### src/rtl/core/bsws_pkg.sv
// shared types and constants for the bounded stack with search
package bsws_pkg;

  localparam int unsigned DEPTH_DEF = 64;
  localparam int unsigned WORD_W    = 32;
  localparam int unsigned POS_W     = 6;

  typedef enum logic [1:0] {
    CMD_PUSH   = 2'd0,
    CMD_POP    = 2'd1,
    CMD_GET    = 2'd2,
    CMD_SEARCH = 2'd3
  } cmd_t;

  typedef enum logic [2:0] {
    ST_OK       = 3'd0,
    ST_FULL     = 3'd1,
    ST_EMPTY    = 3'd2,
    ST_RANGE    = 3'd3,
    ST_NOTFOUND = 3'd4
  } status_t;

  typedef struct packed {
    cmd_t                      command;
    logic signed [WORD_W-1:0]  value;
    logic        [POS_W-1:0]   index;
  } in_beat_t;

  typedef struct packed {
    status_t                   status;
    logic signed [WORD_W-1:0]  data;
    logic        [POS_W-1:0]   found_index;
  } out_beat_t;

  // controller to datapath
  typedef struct packed {
    logic accept;
    logic scan_step;
    logic scan_end;
    logic load_out;
  } dp_cmd_t;

  // datapath to controller
  typedef struct packed {
    logic scan_start;
    logic scan_done;
    logic out_free;
  } dp_sts_t;

endpackage

### src/rtl/core/bsws_ctrl.sv
// sequencing state machine for the bounded stack with search
module bsws_ctrl (
  input  logic              clk,
  input  logic              rst_n,
  input  logic              in_valid,
  output logic              in_ready,
  input  bsws_pkg::dp_sts_t sts,
  output bsws_pkg::dp_cmd_t cmd
);
  import bsws_pkg::*;

  typedef enum logic [2:0] {
    S_IDLE   = 3'b001,
    S_SCAN   = 3'b010,
    S_RESULT = 3'b100
  } state_t;

  state_t state_r, state_nxt;

  assign in_ready = (state_r == S_IDLE);

  always_comb begin
    state_nxt     = state_r;
    cmd.accept    = 1'b0;
    cmd.scan_step = 1'b0;
    cmd.scan_end  = 1'b0;
    cmd.load_out  = 1'b0;
    case (state_r)
      S_IDLE: begin
        if (in_valid) begin
          cmd.accept = 1'b1;
          state_nxt  = sts.scan_start ? S_SCAN : S_RESULT;
        end
      end
      S_SCAN: begin
        if (sts.scan_done) begin
          cmd.scan_end = 1'b1;
          state_nxt    = S_RESULT;
        end else begin
          cmd.scan_step = 1'b1;
        end
      end
      S_RESULT: begin
        if (sts.out_free) begin
          cmd.load_out = 1'b1;
          state_nxt    = S_IDLE;
        end
      end
      default: state_nxt = S_IDLE;
    endcase
  end

  always_ff @(posedge clk) begin
    if (!rst_n) begin
      state_r <= S_IDLE;
    end else begin
      state_r <= state_nxt;
    end
  end

endmodule

### src/rtl/core/bsws_dp.sv
// entry memory, count, scan pointer and result register
module bsws_dp #(
  parameter int unsigned DEPTH = bsws_pkg::DEPTH_DEF
) (
  input  logic                clk,
  input  logic                rst_n,
  input  bsws_pkg::in_beat_t  in_beat,
  input  bsws_pkg::dp_cmd_t   cmd,
  output bsws_pkg::dp_sts_t   sts,
  output logic                out_valid,
  input  logic                out_ready,
  output bsws_pkg::out_beat_t out_beat
);
  import bsws_pkg::*;

  localparam int unsigned AW   = $clog2(DEPTH);
  localparam int unsigned CW   = $clog2(DEPTH + 1);
  localparam int unsigned CMPW = (CW > POS_W) ? CW : POS_W;

  logic signed [WORD_W-1:0] mem [DEPTH];
  logic signed [WORD_W-1:0] rd_data_r;

  logic [CW-1:0]        count_r, count_nxt;
  logic [AW-1:0]        ptr_r, ptr_nxt;
  cmd_t                 cmd_r;
  logic signed [WORD_W-1:0] key_r;
  status_t              status_r, status_nxt;
  logic [POS_W-1:0]     found_r, found_nxt;
  logic                 out_valid_r, out_valid_nxt;
  out_beat_t            out_beat_r;

  logic          is_full, is_empty, out_of_range;
  logic          hit, last;
  logic          mem_we, rd_en;
  logic [AW-1:0] rd_addr;

  assign is_full      = (count_r == CW'(DEPTH));
  assign is_empty     = (count_r == CW'(0));
  assign out_of_range = (CMPW'(in_beat.index) >= CMPW'(count_r));
  assign hit          = (rd_data_r == key_r);
  assign last         = ((CW'(ptr_r) + CW'(1)) == count_r);

  assign sts.scan_start = (in_beat.command == CMD_SEARCH) && !is_empty;
  assign sts.scan_done  = hit || last;
  assign sts.out_free   = !out_valid_r || out_ready;

  assign mem_we = cmd.accept && (in_beat.command == CMD_PUSH) && !is_full;
  assign rd_en  = cmd.accept || cmd.scan_step;

  always_comb begin
    rd_addr = ptr_r + AW'(1);
    if (cmd.accept) begin
      case (in_beat.command)
        CMD_POP: rd_addr = AW'(count_r - CW'(1));
        CMD_GET: rd_addr = AW'(in_beat.index);
        default: rd_addr = '0;
      endcase
    end
  end

  always_ff @(posedge clk) begin
    if (mem_we) begin
      mem[AW'(count_r)] <= in_beat.value;
    end
    if (rd_en) begin
      rd_data_r <= mem[rd_addr];
    end
  end

  // status, count, scan pointer and found index update at accept and during the scan
  always_comb begin
    count_nxt  = count_r;
    status_nxt = status_r;
    found_nxt  = found_r;
    ptr_nxt    = ptr_r;
    if (cmd.accept) begin
      ptr_nxt   = '0;
      found_nxt = '0;
      case (in_beat.command)
        CMD_PUSH: begin
          status_nxt = is_full ? ST_FULL : ST_OK;
          if (!is_full) count_nxt = count_r + CW'(1);
        end
        CMD_POP: begin
          status_nxt = is_empty ? ST_EMPTY : ST_OK;
          if (!is_empty) count_nxt = count_r - CW'(1);
        end
        CMD_GET:    status_nxt = out_of_range ? ST_RANGE : ST_OK;
        CMD_SEARCH: status_nxt = is_empty ? ST_NOTFOUND : ST_OK;
        default:    status_nxt = ST_OK;
      endcase
    end else if (cmd.scan_step) begin
      ptr_nxt = ptr_r + AW'(1);
    end else if (cmd.scan_end) begin
      status_nxt = hit ? ST_OK : ST_NOTFOUND;
      found_nxt  = hit ? POS_W'(ptr_r) : '0;
    end
  end

  always_ff @(posedge clk) begin
    status_r <= status_nxt;
    found_r  <= found_nxt;
    ptr_r    <= ptr_nxt;
    if (cmd.accept) begin
      cmd_r <= in_beat.command;
      key_r <= in_beat.value;
    end
  end

  always_ff @(posedge clk) begin
    if (!rst_n) begin
      count_r <= '0;
    end else begin
      count_r <= count_nxt;
    end
  end

  // result register
  always_comb begin
    out_valid_nxt = out_valid_r;
    if (out_ready) out_valid_nxt = 1'b0;
    if (cmd.load_out) out_valid_nxt = 1'b1;
  end

  always_ff @(posedge clk) begin
    if (!rst_n) begin
      out_valid_r <= 1'b0;
    end else begin
      out_valid_r <= out_valid_nxt;
    end
  end

  always_ff @(posedge clk) begin
    if (cmd.load_out) begin
      out_beat_r.status      <= status_r;
      out_beat_r.found_index <= found_r;
      out_beat_r.data        <= ((status_r == ST_OK) &&
                                 ((cmd_r == CMD_POP) || (cmd_r == CMD_GET))) ?
                                rd_data_r : '0;
    end
  end

  assign out_valid = out_valid_r;
  assign out_beat  = out_beat_r;

`ifndef SYNTHESIS
  a_count_bound: assert property (@(posedge clk) disable iff (!rst_n)
    count_r <= CW'(DEPTH))
    else $error("entry count above depth");

  a_push_inc: assert property (@(posedge clk) disable iff (!rst_n)
    (cmd.accept && (in_beat.command == CMD_PUSH) && !is_full)
    |=> (count_r == $past(count_r) + CW'(1)))
    else $error("push did not grow the stack");

  a_pop_dec: assert property (@(posedge clk) disable iff (!rst_n)
    (cmd.accept && (in_beat.command == CMD_POP) && !is_empty)
    |=> (count_r == $past(count_r) - CW'(1)))
    else $error("pop did not shrink the stack");

  a_err_data_zero: assert property (@(posedge clk) disable iff (!rst_n)
    (out_valid_r && (out_beat_r.status != ST_OK)) |-> (out_beat_r.data == '0))
    else $error("failed request carries data");
`endif

endmodule

### src/rtl/core/bounded_stack_with_search.sv
// top level of the bounded stack with indexed read and linear search
//
// in channel: one request beat (command, value, index) on in_valid/in_ready
// out channel: one result beat (status, data, found_index) per request on
//   out_valid/out_ready, in request order
// push, pop and get pass through idle (accept) and result (load the result
//   register); the entry memory read of pop and get lands in between
// search walks the entries from the bottom, one memory read per cycle, and
//   stops at the first hit or at the top entry; an empty stack skips the scan
// the single read port of the entry memory sets the search rate
// a new request is taken as soon as the controller is back in idle, even if
//   the previous result still sits unread in the output register
// if the receiver stalls with a result pending, the next finished result
//   waits in the datapath with the controller in result; no request is taken
// reset empties the stack and drops any pending result; memory contents are
//   not cleared, only entries below the count ever reach the output
module bounded_stack_with_search #(
  parameter int unsigned DEPTH = bsws_pkg::DEPTH_DEF
) (
  input  logic                clk,
  input  logic                rst_n,
  input  logic                in_valid,
  output logic                in_ready,
  input  bsws_pkg::in_beat_t  in_beat,
  output logic                out_valid,
  input  logic                out_ready,
  output bsws_pkg::out_beat_t out_beat
);
  import bsws_pkg::*;

  // command and status between sequencer and datapath
  dp_cmd_t cmd;
  dp_sts_t sts;

  // sequencer: idle, scan, result
  bsws_ctrl u_ctrl (
    .clk      (clk),
    .rst_n    (rst_n),
    .in_valid (in_valid),
    .in_ready (in_ready),
    .sts      (sts),
    .cmd      (cmd)
  );

  // storage, count, scan pointer and result register
  bsws_dp #(
    .DEPTH (DEPTH)
  ) u_dp (
    .clk       (clk),
    .rst_n     (rst_n),
    .in_beat   (in_beat),
    .cmd       (cmd),
    .sts       (sts),
    .out_valid (out_valid),
    .out_ready (out_ready),
    .out_beat  (out_beat)
  );

endmodule

### config.mk
export PLATFORM = sky130hd
export DESIGN_NAME = bounded_stack_with_search
export DESIGN_NICKNAME = d
export VERILOG_FILES = /design/src/rtl/core/bsws_pkg.sv /design/src/rtl/core/bsws_ctrl.sv /design/src/rtl/core/bsws_dp.sv /design/src/rtl/core/bounded_stack_with_search.sv
export SDC_FILE = /design/constraint.sdc
export NUM_CORES = 2
export LEC_CHECK = 0
export ABC_AREA = 0
export BUFFER_PORTS_ARGS = -buffer_cell sky130_fd_sc_hd__buf_2
export CAP_MARGIN = 20
export CELL_PAD_IN_SITES_DETAIL_PLACEMENT = 1
export CELL_PAD_IN_SITES_GLOBAL_PLACEMENT = 2
export CORE_ASPECT_RATIO = 1.2
export CORE_UTILIZATION = 48
export DETAILED_ROUTE_END_ITERATION = 12
export GPL_TIMING_DRIVEN = 1
export PLACE_DENSITY = 0.81
export SYNTH_ARGS = -nofsm -noshare
export SYNTH_HDL_FRONTEND = slang
export SYNTH_SLANG_ARGS = --single-unit
### constraint.sdc
create_clock -name clk -period 4.75 [get_ports clk]
set_input_delay 0.95 -clock clk [delete_from_list [all_inputs] [get_ports clk]]
set_output_delay 0.95 -clock clk [all_outputs]
set_load 0.05 [all_outputs]
# Word-level counts from Yosys, hierarchy flattened

Memory sizes are Yosys's and may differ from the RTL's. A register that Yosys moved wholly into a read port is not among the register bits.
Cells that the tools add are included.

Output and inout bits: 43
Register bits after elaboration: 101
Memories: 1
Bits in writable memories: 2048
Word-level logic and storage cells: 87
Input port bits: 44

Bitwise logic cells: 1
Multiplexer cells: 31
Reduce and logical (&&, ||, !) cells: 21
$add $sub $neg: 4
Order comparisons: 1
Equality and inequality tests: 17

Memory list:

| name     | depth | bits a word | read ports | clocked after Yosys merged registers in | wr ports | RTL line      | text |
|---|---|---|---|---|---|---|---|
| u_dp.mem | 64    | 32          | 1          | 1                                       | 1        | bsws_dp.sv:20 | `logic signed [WORD_W-1:0] mem [DEPTH];` |

Operators with widths:

| cell                | number |
|---|---|
| $eq 32x32->1        | 1 |
| $mux 3              | 9 |
| $mux 7              | 2 |
| $pmux 7 s2          | 1 |
| $mux 6              | 2 |
| $pmux 3 s4          | 1 |
| $pmux 6 s2          | 1 |
| $mux 1              | 11 |
| $ne 2x2->1 const B  | 5 |
| $pmux 3 s3          | 1 |
| $add 6x1->7 const B | 1 |
| $add 7x1->7 const B | 1 |
| $eq 7x7->1          | 1 |
| $eq 7x7->1 const B  | 1 |
| $ge 6x7->1          | 1 |
| $logic_not 7->1     | 1 |
| $sub 7x1->7 const B | 1 |
| $add 6x1->6 const B | 1 |
| $eq 2x2->1 const B  | 3 |
| $mux 2              | 3 |
| $reduce_bool 2->1   | 3 |
| $eq 2x1->1 const B  | 2 |
| $logic_and 1x1->1   | 4 |
| $logic_or 1x1->1    | 4 |
| other kinds (11)    | 14 |

# Longest topological paths before layout

Depth in word-level cells: 8
Mapped depth: 16
Gate-level depth less buffers: 11

# Modules after synthesis

A second synthesis with hierarchy kept.

Cells, all modules: 6566
Area, all modules: 87146.1 µm²

By module, submodules not included:

| module    | cells each | instances | seq. area each (µm²) | area an instance (µm²) |
|---|---|---|---|---|
| bsws_dp   | 6548       | 1         | 65202.5              | 86964.7 |
| bsws_ctrl | 18         | 1         | 60.1                 | 181.4 |

# Worst setup path after synthesis

No wires, ideal clock.

Path type: input -> register
Start point: input in_valid
End point: memory u_dp.mem[63][0], enable pin
Buffers on the path: 2
Cell stages on the path: 8
Arrival: 3.330 ns
Slack: 0.999 ns
Library setup time: 0.421 ns
Data required time: 4.329 ns
Cell sequence: nand4bb_1 > buf_6 > clkinv_4 > buf_4 > nand3_1 > nor2_1 > nand3_1 > nor2_1

Word-level cells in the longest chain between the ends: 6

RTL lines:

| element                        | RTL line                        | text |
|---|---|---|
| start, declared                | bounded_stack_with_search.sv:22 | `input logic in_valid,` |
| $mux 1                         | bsws_ctrl.sv:30                 | `if (in_valid) begin` |
| $mux 1                         | bsws_ctrl.sv:28                 | `case (state_r)` |
| $logic_and 1x1->1 (2 in a row) | bsws_dp.sv:47                   | `assign mem_we = cmd.accept && (in_beat.command == CMD_PUSH) && !is_full;` |
| $mux 1                         | bsws_dp.sv:62                   | `if (mem_we) begin` |
| $mux 1 (implied by the code)   | bsws_dp.sv:63                   | `mem[AW'(count_r)] <= in_beat.value;` |
| end, declared                  | bsws_dp.sv:20                   |  |

Every way passes these cells.

# Worst setup path after layout

Start point: register u_dp.count_r[1]
End point: register u_dp.rd_data_r[12], read port of u_dp.mem, data pin

Word-level cells in the longest chain between the ends: 5
Elaborated cells on any way between the ends: 8
Classes of those cells: 1 x add/sub; 1 x eq/ne; 4 x mux; 2 x reduce/logical

RTL lines:

| element                                             | RTL line       | text |
|---|---|---|
| start, declared                                     | bsws_dp.sv:23  | `logic [CW-1:0] count_r, count_nxt;` |
| start signal, assigned                              | bsws_dp.sv:114 | `count_r <= count_nxt;` |
| branches (longest 5 deep; another with $sub 7x1->7) | --             |  |
| end, declared                                       | bsws_dp.sv:21  | `logic signed [WORD_W-1:0] rd_data_r;` |

Several ways; the timed one is not identified.
A chain may end at the register's enable or synchronous reset.

==> flow_summary.json <==
{
  "syn_inst": 5196,
  "period_share": 0.976,
  "clkLatencyLatePin_ns": 0.87,
  "start_util": 0.485,
  "register_area_mm2": 0.0653,
  "p_leak_nw": 31.2,
  "io_pins": 87,
  "ctsResizeCount": 0,
  "rsz0062_at_grt": "false",
  "grtUsageMet3": 0.0499,
  "grt_pass1_vias": 52900,
  "avgSynthCellArea_um2": 16.4,
  "clock_sinks": 2181,
  "crit_family": "compound AO/OA/AOI/OAI gates",
  "setup_viol": 0,
  "seq_area_frac_synth": 0.767,
  "endpoint_kind": "flip-flop",
  "cts_hold_buf": 0,
  "cp.buffers_inverters": 5,
  "ir_worst_vdd_mv": 0.310,
  "status": "finished, final reports clean",
  "synthArstFlopShare": 0,
  "hold_depth": 1,
  "overflow": 0,
  "synth_fa_ha_area_frac": 0.00191,
  "cts-root-buf": "clkbuf_16",
  "design_area_mm2": 0.0978,
  "dp_hpwl_um": 161000,
  "drc": 0,
  "die_w_um": 386,
  "area_delta_synth_final_pct": 14.9,
  "ys_seq_elements": 2181,
  "synthDominantCellAreaShare": 0.762,
  "numCtsBuffers": 206,
  "multiInputGateArea_mm2": 0.0187,
  "cts.path.max_buffers": 3,
  "relSlewSlack": 0.221,
  "rows": 168,
  "reg2reg_depth": 14,
  "setup_tns_ns": 0,
  "mostFrequentLayoutCells": "edfxtp_1, nand2_1, a21oi_1",
  "max_stage_delay_ns": 0.72,
  "via_per_inst": 6.40,
  "busiest_layer": "met2",
  "n_fill_cell": 16000,
  "netlist_area_mm2": 0.0851,
  "drive_above_1_share": 0.175,
  "synth_area_leaders": "edfxtp_1, mux4_2, nand2_1",
  "grt_pass1_wl_um": 378000,
  "worstPathRequired_ns": 5.33,
  "powerDensity_mw_per_mm2": 430,
  "die_y_um": 463,
  "whs_ns": 0.352,
  "io_buffer_count": 86,
  "max_cap_viol_count": 0,
  "worstMarginPinSlew_ns": 1.17,
  "cp_cell_sequence": "inv_1 -> ha_1 -> nor2b_1 -> o211ai_1 -> buf_4 -> and2_4 -> buf_12 -> buf_12 -> nand3_1 -> a31oi_1 -> nand3_1 -> a22oi_1 -> buf_4 -> o221ai_1",
  "dr_total_vias": 51200,
  "track_usage": 0.297,
  "max_freq_ghz": 0.216,
  "critPathArrivalTime_ns": 5.21,
  "layout_commonest_cell": "edfxtp_1",
  "gp_congestion": 0.843,
  "synth_compound_area_frac": 0.0718,
  "hold_viol_final": 0,
  "synth-main-ff-cell": "edfxtp_1",
  "met2_usage": 0.492,
  "grt_util_met1": 0.384,
  "wirelength_um": 266000,
  "fin_ws_ns": 0.116,
  "place_area_mm2": 0.0911,
  "period_needed_ns": 4.63,
  "drtIter0Drc": 5772,
  "finalNonFillerCells": 8001,
  "synth_xor_area_frac": 0.00515,
  "synthSimpleGateAreaFrac": 0.0705,
  "place_inst": 7608,
  "netlist.top_cell.by_area": "edfxtp_1",
  "die-area_mm2": 0.179,
  "synth_top_family_by_area": "compound AO/OA/AOI/OAI gates",
  "slew_viol_final": 0,
  "synth_cell_types": 65,
  "wire_per_inst_um": 33.3,
  "antenna_left": 0,
  "htree_levels": 4,
  "syn-num-nets": 5253,
  "hp-class": "primary input to flip-flop",
  "nNetsFinal": 5579,
  "grt_max_degree": 76,
  "start_kind": "flip-flop",
  "cts_tree": "built",
  "crit_type": "flip-flop to flip-flop",
  "clk_pin_slew_ns": 0.07,
  "post_cts_buffers": 0,
  "dp_slack_ns": -0.151,
  "coreArea_mm2": 0.175,
  "crit_fanout": 29,
  "clock_skew_ns": 0.0348,
  "cp_slowest_cell": "a22oi_1",
  "crit_cells": 14,
  "antenna_found_initial": 18,
  "synth_edf_count": 2158,
  "ys.warnings.count": 0,
  "synth_mux_area_frac": 0.0626,
  "dr.pass1.iters": 8
}
[final timing paths]
| check | slack (ns) | startpoint | end |
|---|---|---|---|
| setup / recovery | 0.12 | u_dp.count_r[1] | u_dp.rd_data_r[12] |
| hold / removal | 0.35 | in_beat[39] | u_dp.cmd_r[1] |
| setup reg to reg | 0.12 | u_dp.count_r[1] | u_dp.rd_data_r[12] |
| hold reg to reg | 0.44 | u_dp.found_r[2] | u_dp.out_beat[2] |
[state kept, by name, summed over array words and instances, names as in the netlist]
signal	cells
u_dp.mem	2048
u_dp.out_beat	41
u_dp.key_r	32
u_dp.rd_data_r	32
u_dp.count_r	7
u_dp.found_r	6
u_dp.ptr_r	6
u_ctrl.state_r	3
u_dp.status_r	3
u_dp.cmd_r	2
u_dp.out_valid	1
[Yosys cell counts, drive strengths merged, types with 7 or more instances]
| library cell | n |
|---|---|
| a22oi | 60 |
| ha | 13 |
| a32o | 35 |
| xnor2 | 45 |
| clkbuf | 125 |
| buf | 204 |
| o221ai | 23 |
| nand2 | 937 |
| edfxtp | 2158 |
| a211oi | 40 |
| a31oi | 82 |
| a32oi | 20 |
| nand3 | 159 |
| dfxtp | 23 |
| inv | 12 |
| a22o | 39 |
| a2111oi | 10 |
| a211o | 8 |
| a311oi | 16 |
| and2 | 38 |
| a221o | 11 |
| nor3 | 13 |
| a21oi | 320 |
| nor2b | 13 |
| o21ai | 21 |
| a221oi | 118 |
| and3 | 75 |
| nand2b | 7 |
| o22ai | 23 |
| o31ai | 22 |
| mux2i | 145 |
| a21boi | 21 |
| nor2 | 121 |
| or3 | 25 |
| nand4 | 12 |
| mux4 | 172 |
[through the flow]
stage / utilization / power, W
final: 0.558 / 0.0420
after global routing: 0.558 / 0.0429
after CTS: 0.557 / 0.0422
after global placement: 0.520 / 0.0259
after floorplan: - / 0.0239
after detailed placement: 0.520 / 0.0260
[per-layer routing]
| metal | routed length [um] | share of wire | vias to the layer above |
|---|---|---|---|
| met5 | 84 | 0.00032 | - |
| met3 | 21500 | 0.081 | 583 |
| met2 | 131000 | 0.49 | 2539 |
| met1 | 100000 | 0.38 | 27100 |
| li1 | - | - | 21000 |
| met4 | 12800 | 0.048 | 12 |
[layout make-up]
cell class                      count  area share
Sequential cell                  2181       0.668
Multi-Input combinational cell   2672       0.191
Clock buffer                      262      0.0558
Timing Repair Buffer              447      0.0441
Tap cell                         2295      0.0294
Clock inverter                    123      0.0116
Inverter                           14    0.000589
Antenna cell                        7    0.000179
[power breakdown]
group          internal [W]  switching, W  leakage, nW
clock               0.00911       0.00719         3.20
combinational       0.00142       0.00285         8.39
sequential           0.0213      0.000152         19.6
[worst reg2reg max path, stage by stage, from the launching register on]
cell      delay, ns
dfxtp_1        0.59
inv_1          0.20
ha_1           0.35
nor2b_1        0.07
o211ai_1       0.28
buf_4          0.35
and2_4         0.50
buf_12         0.27
buf_12         0.20
nand3_1        0.09
a31oi_1        0.19
nand3_1        0.23
a22oi_1        0.72
buf_4          0.22
o221ai_1       0.10
[kinds of logic after synthesis]
group | count (synthesis)
AO/OA/AOI/OAI | 882
XOR/XNOR | 50
adder cells (fa/ha/maj) | 13
buffers and inverters | 343
flip-flops | 2181
multiplexers | 317
AND/OR/NAND/NOR | 1410
(Power assumes the default switching activity.)
